$ cat src/sv/rgbhsv_pkg.sv
`timescale 1ns / 1ps

package rgbhsv_pkg;

  // Hue arithmetic constants (degrees and sector bases)
  localparam int unsigned HUE_SCALE    = 60;
  localparam int unsigned TURN_DEG     = 360;
  localparam int unsigned SECTOR_RED   = 3;
  localparam int unsigned SECTOR_GREEN = 5;
  localparam int unsigned SECTOR_BLUE  = 1;

  // Fixed integer part of the hue word: 360 < 2**9
  localparam int unsigned HUE_INT_BITS = 9;

  // Which channel holds the minimum
  typedef enum logic [1:0] {
    MIN_RED,
    MIN_GREEN,
    MIN_BLUE
  } min_sel_e;

  // Control that travels with each item down the pipe
  typedef struct packed {
    logic valid;
    logic grey;
  } ctl_t;

endpackage

$ cat src/sv/rgbhsv_front.sv
`timescale 1ns / 1ps

// Three-stage front end: max/min search, hue numerator and saturation dividend, then scaled hue dividend.
module rgbhsv_front #(
  parameter int unsigned CHANNEL_BITS      = 8,
  parameter int unsigned HUE_FRACTION_BITS = 6
) (
  input  logic                                   clk_i,
  input  logic                                   rst_ni,
  input  logic                                   valid_i,
  input  logic [CHANNEL_BITS-1:0]                red_i,
  input  logic [CHANNEL_BITS-1:0]                green_i,
  input  logic [CHANNEL_BITS-1:0]                blue_i,
  output rgbhsv_pkg::ctl_t                       ctl_o,
  output logic [CHANNEL_BITS-1:0]                d_o,
  output logic [CHANNEL_BITS-1:0]                mx_o,
  output logic [CHANNEL_BITS+rgbhsv_pkg::HUE_INT_BITS+HUE_FRACTION_BITS-1:0] hue_work_o,
  output logic [2*CHANNEL_BITS-1:0]              sat_work_o
);
  import rgbhsv_pkg::*;

  localparam int unsigned C  = CHANNEL_BITS;
  localparam int unsigned HW = HUE_INT_BITS + HUE_FRACTION_BITS;
  localparam int unsigned NB = C + 3;   // hue numerator, up to 6*d
  localparam int unsigned NW = C + HW;  // scaled hue dividend

  // ---------------- stage 1: extremes and sector choice ----------------
  logic [C-1:0] mx1_d, mn1_d, p1_d, m1_d;
  min_sel_e     sel1_d;
  ctl_t         ctl1_q;
  logic [C-1:0] mx1_q, d1_q, p1_q, m1_q;
  min_sel_e     sel1_q;

  always_comb begin
    mx1_d = red_i;
    mn1_d = red_i;
    if (green_i > mx1_d) mx1_d = green_i;
    if (blue_i  > mx1_d) mx1_d = blue_i;
    if (green_i < mn1_d) mn1_d = green_i;
    if (blue_i  < mn1_d) mn1_d = blue_i;
    // minimum ties resolve red, then green, then blue
    if (red_i == mn1_d) begin
      sel1_d = MIN_RED;
      p1_d   = blue_i;
      m1_d   = green_i;
    end else if (green_i == mn1_d) begin
      sel1_d = MIN_GREEN;
      p1_d   = red_i;
      m1_d   = blue_i;
    end else begin
      sel1_d = MIN_BLUE;
      p1_d   = green_i;
      m1_d   = red_i;
    end
  end

  always_ff @(posedge clk_i or negedge rst_ni) begin
    if (!rst_ni) begin
      ctl1_q <= '0;
    end else begin
      ctl1_q.valid <= valid_i;
      ctl1_q.grey  <= (mx1_d == mn1_d);
    end
  end

  always_ff @(posedge clk_i) begin
    mx1_q  <= mx1_d;
    d1_q   <= mx1_d - mn1_d;
    sel1_q <= sel1_d;
    p1_q   <= p1_d;
    m1_q   <= m1_d;
  end

  // ---------------- stage 2: hue numerator, saturation dividend ----------------
  logic [NB-1:0]    base2;
  logic [NB-1:0]    n2_d;
  ctl_t             ctl2_q;
  logic [NB-1:0]    n2_q;
  logic [C-1:0]     d2_q, mx2_q;
  logic [2*C-1:0]   sn2_q;

  always_comb begin
    case (sel1_q)
      MIN_RED:   base2 = NB'(SECTOR_RED);
      MIN_GREEN: base2 = NB'(SECTOR_GREEN);
      MIN_BLUE:  base2 = NB'(SECTOR_BLUE);
      default:   base2 = '0;
    endcase
    // base*d + p - m, never negative
    n2_d = NB'(base2 * NB'(d1_q)) + NB'(p1_q) - NB'(m1_q);
  end

  always_ff @(posedge clk_i or negedge rst_ni) begin
    if (!rst_ni) begin
      ctl2_q <= '0;
    end else begin
      ctl2_q <= ctl1_q;
    end
  end

  always_ff @(posedge clk_i) begin
    n2_q  <= n2_d;
    d2_q  <= d1_q;
    mx2_q <= mx1_q;
    // (2^C - 1) * d
    sn2_q <= {d1_q, {C{1'b0}}} - (2*C)'(d1_q);
  end

  // ---------------- stage 3: hue dividend n * 60 * 2^F ----------------
  ctl_t           ctl3_q;
  logic [NW-1:0]  hn3_q;
  logic [C-1:0]   d3_q, mx3_q;
  logic [2*C-1:0] sn3_q;

  always_ff @(posedge clk_i or negedge rst_ni) begin
    if (!rst_ni) begin
      ctl3_q <= '0;
    end else begin
      ctl3_q <= ctl2_q;
    end
  end

  always_ff @(posedge clk_i) begin
    hn3_q <= NW'(NW'(n2_q) * NW'(HUE_SCALE)) << HUE_FRACTION_BITS;
    d3_q  <= d2_q;
    mx3_q <= mx2_q;
    sn3_q <= sn2_q;
  end

  assign ctl_o      = ctl3_q;
  assign d_o        = d3_q;
  assign mx_o       = mx3_q;
  assign hue_work_o = hn3_q;
  assign sat_work_o = sn3_q;

endmodule

$ cat src/sv/rgbhsv_div_step.sv
`timescale 1ns / 1ps

// One registered restoring-division step for both dividers.
// Work word = {partial remainder, dividend bits / quotient bits}.
module rgbhsv_div_step #(
  parameter int unsigned CHANNEL_BITS = 8,
  parameter int unsigned HUE_Q_BITS   = 15,
  parameter bit          HUE_ON       = 1'b1,
  parameter bit          SAT_ON       = 1'b1
) (
  input  logic                                 clk_i,
  input  logic                                 rst_ni,
  input  rgbhsv_pkg::ctl_t                     ctl_i,
  input  logic [CHANNEL_BITS-1:0]              d_i,
  input  logic [CHANNEL_BITS-1:0]              mx_i,
  input  logic [CHANNEL_BITS+HUE_Q_BITS-1:0]   hue_work_i,
  input  logic [2*CHANNEL_BITS-1:0]            sat_work_i,
  output rgbhsv_pkg::ctl_t                     ctl_o,
  output logic [CHANNEL_BITS-1:0]              d_o,
  output logic [CHANNEL_BITS-1:0]              mx_o,
  output logic [CHANNEL_BITS+HUE_Q_BITS-1:0]   hue_work_o,
  output logic [2*CHANNEL_BITS-1:0]            sat_work_o
);
  import rgbhsv_pkg::*;

  localparam int unsigned C  = CHANNEL_BITS;
  localparam int unsigned HQ = HUE_Q_BITS;

  logic [C:0]        hue_t, hue_r, sat_t, sat_r;
  logic              hue_ge, sat_ge;
  logic [C+HQ-1:0]   hue_work_d;
  logic [2*C-1:0]    sat_work_d;
  ctl_t              ctl_q;
  logic [C-1:0]      d_q, mx_q;
  logic [C+HQ-1:0]   hue_work_q;
  logic [2*C-1:0]    sat_work_q;

  // Hue: divide by d
  always_comb begin
    hue_t  = {hue_work_i[C+HQ-1:HQ], hue_work_i[HQ-1]};
    hue_ge = (hue_t >= {1'b0, d_i});
    hue_r  = hue_ge ? (hue_t - {1'b0, d_i}) : hue_t;
    if (HUE_ON) begin
      hue_work_d = {hue_r[C-1:0], hue_work_i[HQ-2:0], hue_ge};
    end else begin
      hue_work_d = hue_work_i;
    end
  end

  // Saturation: divide by max
  always_comb begin
    sat_t  = {sat_work_i[2*C-1:C], sat_work_i[C-1]};
    sat_ge = (sat_t >= {1'b0, mx_i});
    sat_r  = sat_ge ? (sat_t - {1'b0, mx_i}) : sat_t;
    if (SAT_ON) begin
      sat_work_d = {sat_r[C-1:0], sat_work_i[C-2:0], sat_ge};
    end else begin
      sat_work_d = sat_work_i;
    end
  end

  always_ff @(posedge clk_i or negedge rst_ni) begin
    if (!rst_ni) begin
      ctl_q <= '0;
    end else begin
      ctl_q <= ctl_i;
    end
  end

  always_ff @(posedge clk_i) begin
    d_q        <= d_i;
    mx_q       <= mx_i;
    hue_work_q <= hue_work_d;
    sat_work_q <= sat_work_d;
  end

  assign ctl_o      = ctl_q;
  assign d_o        = d_q;
  assign mx_o       = mx_q;
  assign hue_work_o = hue_work_q;
  assign sat_work_o = sat_work_q;

endmodule

$ cat src/sv/rgb_to_hsv_pixel_core.sv
`timescale 1ns / 1ps

// Channel   Direction  Handshake           Payload
// ------------------------------------------------------------------------
// pixel in  in         start, busy         red_in_i, green_in_i, blue_in_i
// HSV out   out        done_o (1 cycle)    hue_out_o, sat_out_o, value_out_o
//
// One pixel per clock; busy stays low. The pipeline holds three front
// stages, D = max(9 + HUE_FRACTION_BITS, CHANNEL_BITS) restoring-division
// steps (one quotient bit each) and an output register. The division chain
// sets the depth. Reset clears the valid and grey control bits only.
// The receiver cannot stall; each result shows for one cycle.
module rgb_to_hsv_pixel_core #(
  parameter int unsigned CHANNEL_BITS      = 8,
  parameter int unsigned HUE_FRACTION_BITS = 6
) (
  input  logic                          clk_i,
  input  logic                          rst_ni,
  input  logic                          start,
  output logic                          busy,
  input  logic [CHANNEL_BITS-1:0]       red_in_i,
  input  logic [CHANNEL_BITS-1:0]       green_in_i,
  input  logic [CHANNEL_BITS-1:0]       blue_in_i,
  output logic                          done_o,
  output logic [rgbhsv_pkg::HUE_INT_BITS+HUE_FRACTION_BITS-1:0] hue_out_o,
  output logic [CHANNEL_BITS-1:0]       sat_out_o,
  output logic [CHANNEL_BITS-1:0]       value_out_o
);
  import rgbhsv_pkg::*;

  localparam int unsigned C     = CHANNEL_BITS;
  localparam int unsigned HW    = HUE_INT_BITS + HUE_FRACTION_BITS;
  localparam int unsigned DEPTH = (HW > C) ? HW : C;
  localparam logic [HW-1:0] FULL_TURN = HW'(TURN_DEG) << HUE_FRACTION_BITS;

  ctl_t             ctl_s      [DEPTH+1];
  logic [C-1:0]     d_s        [DEPTH+1];
  logic [C-1:0]     mx_s       [DEPTH+1];
  logic [C+HW-1:0]  hue_work_s [DEPTH+1];
  logic [2*C-1:0]   sat_work_s [DEPTH+1];

  assign busy = 1'b0;

  // Extremes, numerators and dividends
  rgbhsv_front #(
    .CHANNEL_BITS      (CHANNEL_BITS),
    .HUE_FRACTION_BITS (HUE_FRACTION_BITS)
  ) u_front (
    .clk_i      (clk_i),
    .rst_ni     (rst_ni),
    .valid_i    (start & ~busy),
    .red_i      (red_in_i),
    .green_i    (green_in_i),
    .blue_i     (blue_in_i),
    .ctl_o      (ctl_s[0]),
    .d_o        (d_s[0]),
    .mx_o       (mx_s[0]),
    .hue_work_o (hue_work_s[0]),
    .sat_work_o (sat_work_s[0])
  );

  // Division chain; the shorter divider idles in the leading steps
  for (genvar i = 0; i < DEPTH; i++) begin : g_step
    rgbhsv_div_step #(
      .CHANNEL_BITS (CHANNEL_BITS),
      .HUE_Q_BITS   (HW),
      .HUE_ON       (i >= DEPTH - HW),
      .SAT_ON       (i >= DEPTH - C)
    ) u_step (
      .clk_i      (clk_i),
      .rst_ni     (rst_ni),
      .ctl_i      (ctl_s[i]),
      .d_i        (d_s[i]),
      .mx_i       (mx_s[i]),
      .hue_work_i (hue_work_s[i]),
      .sat_work_i (sat_work_s[i]),
      .ctl_o      (ctl_s[i+1]),
      .d_o        (d_s[i+1]),
      .mx_o       (mx_s[i+1]),
      .hue_work_o (hue_work_s[i+1]),
      .sat_work_o (sat_work_s[i+1])
    );
  end

  // Output stage: full-turn wrap and grey override
  logic [HW-1:0] hue_raw, hue_d;
  logic          done_q;
  logic [HW-1:0] hue_q;
  logic [C-1:0]  sat_q, value_q;

  always_comb begin
    hue_raw = hue_work_s[DEPTH][HW-1:0];
    hue_d   = (hue_raw >= FULL_TURN) ? (hue_raw - FULL_TURN) : hue_raw;
  end

  always_ff @(posedge clk_i or negedge rst_ni) begin
    if (!rst_ni) begin
      done_q <= 1'b0;
    end else begin
      done_q <= ctl_s[DEPTH].valid;
    end
  end

  always_ff @(posedge clk_i) begin
    hue_q   <= ctl_s[DEPTH].grey ? '0 : hue_d;
    sat_q   <= ctl_s[DEPTH].grey ? '0 : sat_work_s[DEPTH][C-1:0];
    value_q <= mx_s[DEPTH];
  end

  assign done_o      = done_q;
  assign hue_out_o   = hue_q;
  assign sat_out_o   = sat_q;
  assign value_out_o = value_q;

endmodule

$ cat config.mk
export PLATFORM = sky130hd
export DESIGN_NAME = rgb_to_hsv_pixel_core
export DESIGN_NICKNAME = d
export VERILOG_FILES = /design/src/sv/rgbhsv_pkg.sv /design/src/sv/rgbhsv_front.sv /design/src/sv/rgbhsv_div_step.sv /design/src/sv/rgb_to_hsv_pixel_core.sv
export SDC_FILE = /design/constraint.sdc
export NUM_CORES = 1
export LEC_CHECK = 0
export BUFFER_PORTS_ARGS = -buffer_cell sky130_fd_sc_hd__buf_2
export CAP_MARGIN = 40
export CORE_MARGIN = 2
export CORE_UTILIZATION = 40
export DETAILED_ROUTE_END_ITERATION = 10
export GPL_TIMING_DRIVEN = 0
export PLACE_DENSITY = 0.55
export SLEW_MARGIN = 5
export SYNTH_ARGS = -nofsm -noshare
export SYNTH_HDL_FRONTEND = slang
export SYNTH_SLANG_ARGS = --single-unit
$ cat constraint.sdc
create_clock -name clk_i -period 4.5 [get_ports clk_i]
set_clock_uncertainty 0.2 [all_clocks]
set_input_delay 0.9 -clock clk_i [delete_from_list [all_inputs] [get_ports clk_i]]
set_output_delay 0.9 -clock clk_i [all_outputs]
set_load 0.01 [all_outputs]
==> summary by stage, run 1 <==
Logic synthesis
Summing the areas of all compound-gate instances in the mapped netlist gives 9.458% of the synthesized area. Counting flops with an async set or reset pin after synthesis yields a share of 4.143%. Of the total synthesized cell area, the portion taken by full adders, half adders and majority gates is 14.08%. In this run, synthesis inferred 0 flip-flops with an integrated enable. The post-synthesis mux area share is 1.867%.

The Yosys step of the flow raised 0 warnings. The post-synth design cell area is approximately 31,000 µm². Synthesis instantiated 53 different standard cells from the library.

The total nets after synthesis is 3,151. In the synthesized netlist the dominant register cell turns out to be sky130_fd_sc_hd__dfxtp_1. The part of the Yosys area used for sequential elements is 58.23%. By area, the combinational part of the netlist is dominated by adder cells. Dividing the synthesized area by the synthesized cell count gives 11.03 µm². The synthesized netlist devotes 7.776% of its cell area to simple gates.

After technology mapping, the gate count stands at 2,812. Of the total synthesized cell area, the portion taken by XOR and XNOR cells is 3.247%. The number of storage elements in the synthesis netlist is 893.

Timing
The final hold violation count is 0. The slew of the pin with the lowest slew margin is approximately 0.8 ns. Once routing completed, OpenROAD measured the worst setup slack at -0.6007 ns. The sum of negative setup slack is -11.71 ns. In the finished design, the share of the clock period the worst path needs comes to 113.3%.

The shortest clock period the worst path allows after layout is 5.101 ns. Setup repair after global routing could not meet its margin everywhere. The number of max-slew violations in the final report is 0.

The worst max-slew margin expressed relative to the limit is 46.50%. Derived from the worst setup path, the maximum achievable clock frequency is 196.1 MHz. Setup violations remaining at the end of the flow were counted as 24.

CTS
The maximum clock path buffer count is 3. TritonCTS created 90 clock buffers. The CTS root buffer is sky130_fd_sc_hd__clkbuf_16.

The post-CTS clock slew at the launch and capture registers of the worst setup and hold paths is 0.06 ns. The H-tree generated during clock tree synthesis spans 3 levels. The clock network latency to the later pin of the worst-skew pair is around 0.63 ns. TritonCTS built the clock tree. For this design, the CTS-stage hold fixing added 0 buffers. Counting every sink on the clock net gives 893.

Worst setup path
The critical path startpoint is red_in_i[6]. The largest fanout of any net on the critical path is 6. The element type at the critical path end is a flip-flop. The endpoint of the worst register-to-register path is u_front.n2_q[10]. The critical path ends at u_front.d1_q[7]. The cell that appears most often on the critical path is sky130_fd_sc_hd__a21o_1.

The origin of the critical flop-to-flop path is u_front.sel1_q[0]. The number of cells on the worst reg-to-reg path is 18. The startpoint type of the worst setup path is an input pin. The worst reg-to-reg setup slack is 0.16 ns. In this design, the stage delay of the slowest critical-path cell is 0.34 ns. The startpoint-to-endpoint class of the critical path is in -> reg. At the worst endpoint, the required time is 4.83 ns.

The data arrival time of the critical path is 5.43 ns. The standard cell with the maximum stage delay on the critical path is sky130_fd_sc_hd__mux2_4.

Finish
The top cell types in the final layout, fill and taps aside, are sky130_fd_sc_hd__dfxtp_1, sky130_fd_sc_hd__inv_1, sky130_fd_sc_hd__ha_1. 0 antenna diodes ended up in the layout. The final core utilization is 47.86%.

The number of filler instances in the final layout is 6,959. Relative to the synthesized area, the layout overhead comes to 18.94%. The library cell used most frequently in the layout, excluding fill and tap cells, is sky130_fd_sc_hd__dfxtp_1. The total number of nets in the final design is 3,370.

The share of post-route cells with drive strength above 1 is 11.81%.

Placed design
The sum of net half-perimeters after detailed placement is 37,810 µm. The port buffer count is 58. The post-place setup slack is -1.736 ns. The weighted congestion at the end of routability-driven global placement is 0.8848.

Global route
The aggregate global routing overflow is 0. The met2 demand-to-capacity share in global routing is 23.57%. The highest-utilization routing layer at the global route stage is met2. The number of global-route vias before repair came to around 19k. Global routing used 2.594% of the available met3 tracks.

In the global route stage, met1 resource usage came out at 14.27%. The global-route usage over all layers is 12.88%. The global-route wire length before repair is 85,410 µm. The number of antenna violations at the first check in global routing is 0. The maximum number of pins on one net before global-route repair is 38.

Floorplan
The initial standard-cell utilization of the core is between 40% and 50%. The chip width is 282.5 µm. The initialized floorplan defines 102 standard-cell rows. The height of the die is 282.5 µm. The boundary pin count is 60. The floorplan step defined a die boundary enclosing 79,800 µm².

The area of the core is 77,080 µm².

Route
In the final routed layout, each cell accounts on average for between 10 and 15 µm. The remaining design rule violation count is 0. In the routed layout, each cell is associated on average with a via count of 4.521. The number of DRC violations after detailed-routing iteration 0 is 721. Before antenna repair, the detailed router went through 5 iterations. The via count is 18.72k. The count of nets left with antenna violations once routing finished came out at 0.

The total wire length after detailed routing is 51,150 µm.

Status
The run finished, with violations left. The final reports fail on setup timing.

Job
Across the run, the number of max-cap violations was 0.

Hold path
The worst min-delay path class is reg -> reg.
-- sequential cells by signal (all words and copies together), names as in the netlist, 11 cells and up --
register and count:
g_step.u_step.ctl_o 30, g_step.u_step.d_o 105, g_step.u_step.hue_work_o 253, g_step.u_step.mx_o 120, g_step.u_step.sat_work_o 225, hue_out_o 15
u_front.hue_work_o 15, u_front.n2_q 11, u_front.sat_work_o 15, u_front.sn2_q 15
-- area by class of cell --
type / instances / area (µm²) / share of cell area [%]
inverters: 392 / 1516 / 4.110
plain buffers: 37 / 209.0 / 0.5663
clock inverters: 37 / 519.2 / 1.407
multi-input cells: 1489 / 11720 / 31.78
well taps: 1040 / 1301 / 3.527
repair buffers: 128 / 1001 / 2.713
clock buffers: 124 / 2561 / 6.942
flip-flops and latches: 893 / 18060 / 48.96
-- per-layer routing --
metal  part of all wire (%)  up-vias
met5                      0        -
met4                    3.9        0
met3                    3.6      152
met2                     50      274
met1                     42     8636
li1                       -     9657
-- cells by family (layout without fill, tap and decap cells) --
family	Yosys count	after routing
AO/OA/AOI/OAI	487	487
XOR/XNOR	115	115
adder cells (fa/ha/maj)	312	312
buffers and inverters	430	718
flip-flops	893	893
multiplexers	56	56
other	1	1
AND/OR/NAND/NOR	518	518
-- cells in the mapped netlist (all sizes together), types with 16 or more instances --
master,count,area (µm²)
dfxtp,856,17140
inv,392,1471
ha,250,3128
o21ai,204,1021
nand2,178,668.1
nor2,145,544.3
a21oi,108,540.5
fa,62,1241
xnor2,58,508.0
nor2b,57,356.6
xor2,57,499.2
o31ai,43,322.8
mux2i,41,410.4
nand4,41,256.5
dfrtp,37,925.9
a21o,35,262.8
a21boi,34,255.2
and3,30,187.7
clkbuf,30,112.6
a311oi,21,183.9
nor3,20,116.4
o21bai,20,150.1
nand2b,16,100.1
-- critical path: cells and delay by family --
family	cells	cell delay, ns
AOI/OAI and AO/OA	10	1.55
xor gates and xnor gates	1	0.20
buffers and inverters	5	0.58
and+or+nand+nor	5	0.92
muxes	2	0.48
adders and majority gates	3	0.77
-- what timing repair did --
action,CTS,global route
buffers inserted,51,19
setup endpoints to repair,27,27
pin swaps,33,25
gates resized for setup,96,29
-- through the flow --
step                      cell area (µm²)  std cells  hold WS, ns
final                               36900       4140       0.1136
after global placement              32780       3910       0.1098
after detailed placement            32780       3910       0.1121
after floorplan                     31190       2812       0.1096
after global routing                36900       4140       0.1234
after CTS                           36620       4122       0.1135
-- worst min-delay path by stage --
stage / slack, ns / endpoint / start / cells past startpoint
6_report: 0.11 / g_step[12].u_step.hue_work_o[8] / g_step[11].u_step.hue_work_o[7] / 0
5_1_grt: 0.12 / g_step[7].u_step.hue_work_o[7] / g_step[6].u_step.hue_work_o[6] / 0
4_1_cts: 0.11 / g_step[11].u_step.hue_work_o[11] / g_step[10].u_step.hue_work_o[10] / 0
3_5_place_dp: 0.11 / g_step[0].u_step.mx_o[4] / u_front.mx_o[4] / 0
3_3_place_gp: 0.11 / g_step[10].u_step.hue_work_o[5] / g_step[9].u_step.hue_work_o[4] / 0
2_1_floorplan: 0.11 / g_step[0].u_step.hue_work_o[10] / u_front.hue_work_o[9] / 0
Power of run 1 is not shown: default switching activity piles up to over one toggle a cycle in this logic, so the estimate is an artifact.
==> run 2: changes to the inputs <==
- CORE_UTILIZATION: 40 -> 28
- PLACE_DENSITY: 0.55 -> 0.41
==> run 2 against run 1 <==
Compared with the run above: the flow still finishes with violations (setup timing); cell count up 11%; first-iteration DRC count down 2.4%; worst setup slack worse by 0.040 ns; worst hold slack worse by 0.0069 ns; largest cell class unchanged; global-route usage down 2.9 points; clock-buffer cell count up 13; critical path depth unchanged.
==> summary by stage, run 2 (synthesized netlist as in run 1, its figures left out) <==
Worst setup path
The longest individual stage delay on the worst path is about 0.41 ns. Data on the critical path arrives at its endpoint at 5.48 ns. In this run the worst path has a maximum fanout of 5. Counting cells, the worst reg-to-reg path comes to 18. The required time at the endpoint of the critical path is 4.84 ns.

The startpoint type of the worst setup path is an input pin. The standard cell with the maximum stage delay on the critical path is sky130_fd_sc_hd__or3b_4. The endpoint identified for the worst register-to-register timing path is u_front.n2_q[10]. In this design, the critical path's most frequently occurring cell is sky130_fd_sc_hd__buf_6. The worst register-to-register path has a setup slack of 0.26 ns. The worst register-to-register path begins at u_front.sel1_q[0].

The element type at the critical path end is a flip-flop. By startpoint and endpoint, the worst setup path is classified as in -> reg.

Placed design
The placed instances occupy a cell area of 33,340 µm². The sum of net half-perimeters after detailed placement is 41,490 µm. The port buffer count is 58. Timing analysis after detailed placement gives a worst setup slack of -1.973 ns. Routability-driven placement finished with a final weighted congestion of 0.8267.

CTS
The count of H-tree levels built during CTS is 3. The number of buffers inserted for hold repair after clock tree synthesis is 0. The total number of clock tree sinks is 893.

The maximum clock path buffer count is 3. The clock tree from TritonCTS is built. The post-CTS clock slew at the launch and capture registers of the worst setup and hold paths is 0.06 ns. Buffers inserted during clock tree synthesis total 96. Clock latency on the worst-skew pair, taken at its later pin, is around 0.65 ns. In this run the clock root is driven by a sky130_fd_sc_hd__clkbuf_16.

Floorplan
The floorplan has 122 rows. In this run the vertical extent of the chip is 336.9 µm. The floorplan step defined a die boundary enclosing 113,500 µm². The area of the core is 110,200 µm². During I/O placement, the number of pins put on the boundary was 60. The die is 336.9 µm wide. The initial standard-cell utilization of the core is between 20% and 30%.

Global route
Entering global routing, the biggest net connects 38 pins. The number of antenna violations at the first check in global routing is 0. Global routing consumed, over all layers together, ~10% of the routing resources. The aggregate global routing overflow is 0. The global-route wire length before repair is between 90,000 and 100,000 µm. The number of global-route vias before repair was just under 20k.

Status
The final reports fail on setup timing. The flow ran to the end, but the final reports show violations.

Finish
The top cell types in the final layout, fill and taps aside, are sky130_fd_sc_hd__dfxtp_1, sky130_fd_sc_hd__inv_1, sky130_fd_sc_hd__ha_1. The total number of nets in the final design is 3,380. The share of post-route cells with drive strength above 1 is between 10% and 20%.

The library cell used most frequently in the layout, excluding fill and tap cells, is sky130_fd_sc_hd__dfxtp_1. The flip-flop count of the largest register after layout is around 250. The relative area change from synthesis to final layout is 22.03%. The diode insertion count for antenna repair is 0. The post-route cell area is 37,860 µm².

Route
After the first detailed-routing iteration, the DRC count stood at 704. Summing over every cut layer, the via total after detailed routing is approximately 19k. The number of vias per cell after detailed routing is 4.079. The first TritonRoute pass finished after 5 iterations. For this block, the routed nets add up to 56,170 µm of wire. The remaining design rule violation count is 0. The count of antenna-violating nets left after detailed routing is 0. In the final routed layout, each cell accounts on average for 12.19 µm.

Timing
The worst-case hold slack is approximately 0.11 ns. The highest clock frequency the design can meet is around 190 MHz. Measured against its own limit, the worst slew margin works out to 45.45%. The slew of the pin with the lowest slew margin is 0.8183 ns. The number of max-slew violations in the final report was 0. The share of the clock period used by the worst path is 114.2%. The worst path in the final design needs a cycle of 5.141 ns, including I/O delays and setup. Once routing completed, OpenROAD measured the worst setup slack at -0.6410 ns.

The number of failing setup endpoints in the final timing report is 24. The final hold violation count was 0. Setup repair after global routing could not meet its margin everywhere.

Hold path
The worst hold path belongs to the class reg -> reg. The startpoint of the tightest hold check path is g_step[5].u_step.mx_o[6]. The path with the worst hold slack has its endpoint at g_step[6].u_step.mx_o[6].

The cell depth of the worst min-delay path is 0.

Job
The tool flagged a number of max-cap violations equal to 0.
-- run 2: changes by cell type in the layout (fill, tap and decap cells not counted), moves of 4 or more --
cell	change
sky130_fd_sc_hd__clkbuf_16	+7
sky130_fd_sc_hd__xnor2_2	+5
sky130_fd_sc_hd__clkinv_2	+4
sky130_fd_sc_hd__buf_8	+4
sky130_fd_sc_hd__buf_12	+5
sky130_fd_sc_hd__clkinvlp_4	+5
sky130_fd_sc_hd__xnor2_1	-5
-- run 2: routing by layer --
metal,vias to the layer above,share of wire (%),GRT usage (%)
li1,9664,-,-
met1,8716,44,11.58
met2,269,49,17.56
met3,147,3.8,2.105
met4,0,3.9,4.597
met5,-,0,0
-- run 2: final cells by class --
| cell class | instances | area, µm² |
|---|---|---|
| fillers | 10981 | 72360 |
| repair buffers | 131 | 1104 |
| clock inverters | 40 | 454.2 |
| inverters | 392 | 1516 |
| plain buffers | 38 | 239.0 |
| well taps | 1488 | 1862 |
| multi-input cells | 1489 | 11820 |
| clock buffers | 137 | 2799 |
| flip-flops and latches | 893 | 18060 |
-- run 2: how the worst max path moves through the flow --
stage	from	end	slack, ns	cells past startpoint
2_1_floorplan	green_in_i[2]	u_front.d1_q[7]	-0.81	30
3_3_place_gp	red_in_i[5]	u_front.d1_q[7]	-1.97	30
3_5_place_dp	red_in_i[5]	u_front.d1_q[7]	-1.97	30
4_1_cts	red_in_i[7]	u_front.d1_q[7]	-0.59	31
5_1_grt	red_in_i[2]	u_front.d1_q[7]	-0.82	28
6_report	red_in_i[2]	u_front.p1_q[0]	-0.64	26
-- run 2: per-stage QoR --
stage	setup TNS [ns]	util, %	cells
floorplan	-13.44	-	2812
global placement	-44.25	30.26	4358
detailed placement	-44.75	30.26	4358
CTS	-10.34	34.08	4590
global route	-16.26	34.35	4608
finish	-12.60	34.35	4608
-- run 2: repair_timing --
item	4_1_cts	5_1_grt
hold endpoints to repair	0	0
cloned	2	0
pin swaps	36	36
endpoints found under the setup margin	28	29
gates resized for setup	117	40
buffers inserted	53	20
-- run 2: worst max-delay path: cells and delay by family --
| kind | cells | cell delay, ns |
|---|---|---|
| AOI/OAI and AO/OA | 7 | 1.33 |
| buffers and inverters | 9 | 1.10 |
| adders and majority gates | 2 | 0.49 |
| muxes | 4 | 0.75 |
| and+or+nand+nor | 4 | 0.89 |
Power of run 2 is left out for the same reason.
==> run 3: changes to the inputs <==
- MAX_ROUTING_LAYER: default -> met4
- PLACE_DENSITY: 0.41 -> default
==> run 3 against run 2 <==
Compared with the run above: the run still ends with setup timing left; sequential cell count did not move; global-route usage fell by 0.65 points; worst setup slack got worse by 0.036 ns; critical path type unchanged; critical endpoint is now u_front.d1_q[7]; highest routed layer unchanged.
==> summary by stage, run 3 (synthesized netlist as in run 1, its figures left out) <==
Timing
At the pin with the least slew margin, the transition time is 0.6802 ns. The number of failing setup endpoints in the final timing report is 26. The sum of negative setup slack is -9.172 ns.

The worst max-slew margin expressed relative to the limit is between 50% and 60%. The number of max-slew violations in the final report is 0. After layout, the minimum clock period comes to 5.177 ns.

The final hold violation count came to 0. The share of the clock period used by the worst path is 115.0%. Setup repair after global routing could not meet its margin everywhere. Static timing analysis puts the maximum clock frequency at 193.2 MHz.

The smallest setup slack after layout is -0.6766 ns.

Global route
The number of global-route vias before repair is 18.70k. For this run the aggregate overflow at the end of global routing stands at 0. The maximum number of pins on one net before global-route repair is 37. The global-route usage over all layers is 9.339%.

The number of antenna violations at the first check in global routing was 1. The global-route wire length before repair is 85,790 µm.

Finish
In the layout the commonest cells are sky130_fd_sc_hd__dfxtp_1, sky130_fd_sc_hd__inv_1, sky130_fd_sc_hd__ha_1. The final core utilization is between 30% and 40%. The flip-flop count of the largest register after layout is 253. Leaving out fill and tap cells, the most frequent cell in the layout is sky130_fd_sc_hd__dfxtp_1. After the last flow step, the layout net total stands at around 3.4k. Cells with a size suffix above 1 make up 11.78% of the layout. The relative area change from synthesis to final layout is 20.83%. The finished cells cover around 37,000 µm².

Worst setup path
The critical path startpoint is red_in_i[2]. The largest fanout of any net on the critical path is 6. The required time at the endpoint of the critical path is 4.83 ns. In this design, the stage delay of the slowest critical-path cell is 0.27 ns. The worst setup path is captured at a flip-flop. The number of buffers and inverters on the critical path is 6. The cell family contributing the most delay on the critical path is compound AO/OA/AOI/OAI gates.

On the critical path, the stage with the largest delay is an instance of sky130_fd_sc_hd__mux2i_4. For the worst setup path, the data arrival time is 5.51 ns. The worst setup path is of the in -> reg kind.

The startpoint type of the worst setup path is an input pin. The origin of the critical flop-to-flop path is u_front.sel1_q[0].

Route
The first detailed-routing pass ran for 5 iterations. The via count is roughly 18k. The detailed router finished its first iteration with ~740 violations. In the final routed layout, each cell accounts on average for about 11 µm. The number of vias per cell after detailed routing is approximately 4.0. After detailed routing, the total wire length is a little over 50,000 µm. The count of antenna-violating nets left after detailed routing is 0. The remaining design rule violation count is 0.

Floorplan
The die area is between 100,000 and 150,000 µm². The boundary pin count is 60. Measured along the x axis, the die boundary spans between 300 and 400 µm. The area of the core is 110,200 µm². The count of standard-cell rows is between 100 and 150. The initial standard-cell utilization of the core is 28.15%. The height of the die is 336.9 µm.

Placed design
The port buffer count is 58. The sum of net half-perimeters after detailed placement is 36,560 µm. The weighted congestion at the end of routability-driven global placement is 0.8497. Prior to clock tree synthesis, the placed netlist has a worst setup slack of -1.617 ns. The standard cell area after detailed placement is 33,360 µm².

CTS
The maximum clock path buffer count is 3. The post-CTS clock slew at the launch and capture registers of the worst setup and hold paths is 0.06 ns. CTS placed an instance of sky130_fd_sc_hd__clkbuf_16 at the clock tree root. The clock tree from TritonCTS is built. Counting the buffers created by CTS gives 82.

The H-tree generated during clock tree synthesis spans 3 levels. The clock network latency to the later pin of the worst-skew pair is 0.62 ns. The total number of clock tree sinks is 893.

Status
The run finished, with violations left. The final reports fail on setup timing.

Job
Max-cap violations in this run came to 0.

Hold path
The worst hold path begins at g_step[2].u_step.hue_work_o[1]. The worst min-delay path class is reg -> reg.
-- run 3: layout make-up --
class,instances,area (µm²)
fillers,10938,72730
flip-flops and latches,893,18070
multi-input cells,1489,11760
clock buffers,108,2302
well taps,1488,1862
inverters,392,1509
repair buffers,126,1102
clock inverters,44,636.9
plain buffers,38,239.0
diodes,1,2.502
-- run 3: worst reg2reg max path, delay by kind of cell (launching register included) --
| family | cells | cell delay [ns] |
|---|---|---|
| adder cells (fa/ha/maj) | 4 | 1.80 |
| AO/OA/AOI/OAI | 7 | 1.08 |
| flip-flops | 1 | 0.39 |
| AND/OR/NAND/NOR | 4 | 0.34 |
| buffers and inverters | 2 | 0.22 |
| XOR/XNOR | 1 | 0.13 |
-- run 3: final timing paths --
| kind | end | slack (ns) | cells after the start |
|---|---|---|---|
| worst max-delay path | u_front.d1_q[7] | -0.68 | 31 |
| worst min-delay path | g_step[3].u_step.hue_work_o[2] | 0.11 | 0 |
| worst max register to register | u_front.n2_q[10] | 0.26 | 18 |
| worst min register to register | g_step[3].u_step.hue_work_o[2] | 0.11 | 0 |
| max in group asynchronous | u_front.ctl1_q[0] | 3.31 | 3 |
| min in group asynchronous | done_o | 0.40 | 2 |
-- run 3: per-stage QoR --
stage               cells  hold WS, ns
finish               4579       0.1140
global route         4578       0.1135
CTS                  4561       0.1091
detailed placement   4359       0.1121
global placement     4358       0.1098
floorplan            2812       0.1096
-- run 3: metal layers --
metal / track usage (%) / vias up / wire (µm)
met5: - / - / 0
met4: 2.992 / 0 / 1409
met3: 2.082 / 117 / 1942
met2: 15.95 / 257 / 24060
met1: 10.86 / 8357 / 23150
li1: - / 9647 / -
-- run 3: timing repair --
item                                    4_1_cts  5_1_grt
endpoints found under the setup margin       27       27
cloned                                        2        1
hold buffers                                  1        0
buffers inserted                             47       19
pin swaps                                    35       31
endpoints found under the hold margin         1        0
gates resized for setup                      93       63
Power of run 3 is left out for the same reason.
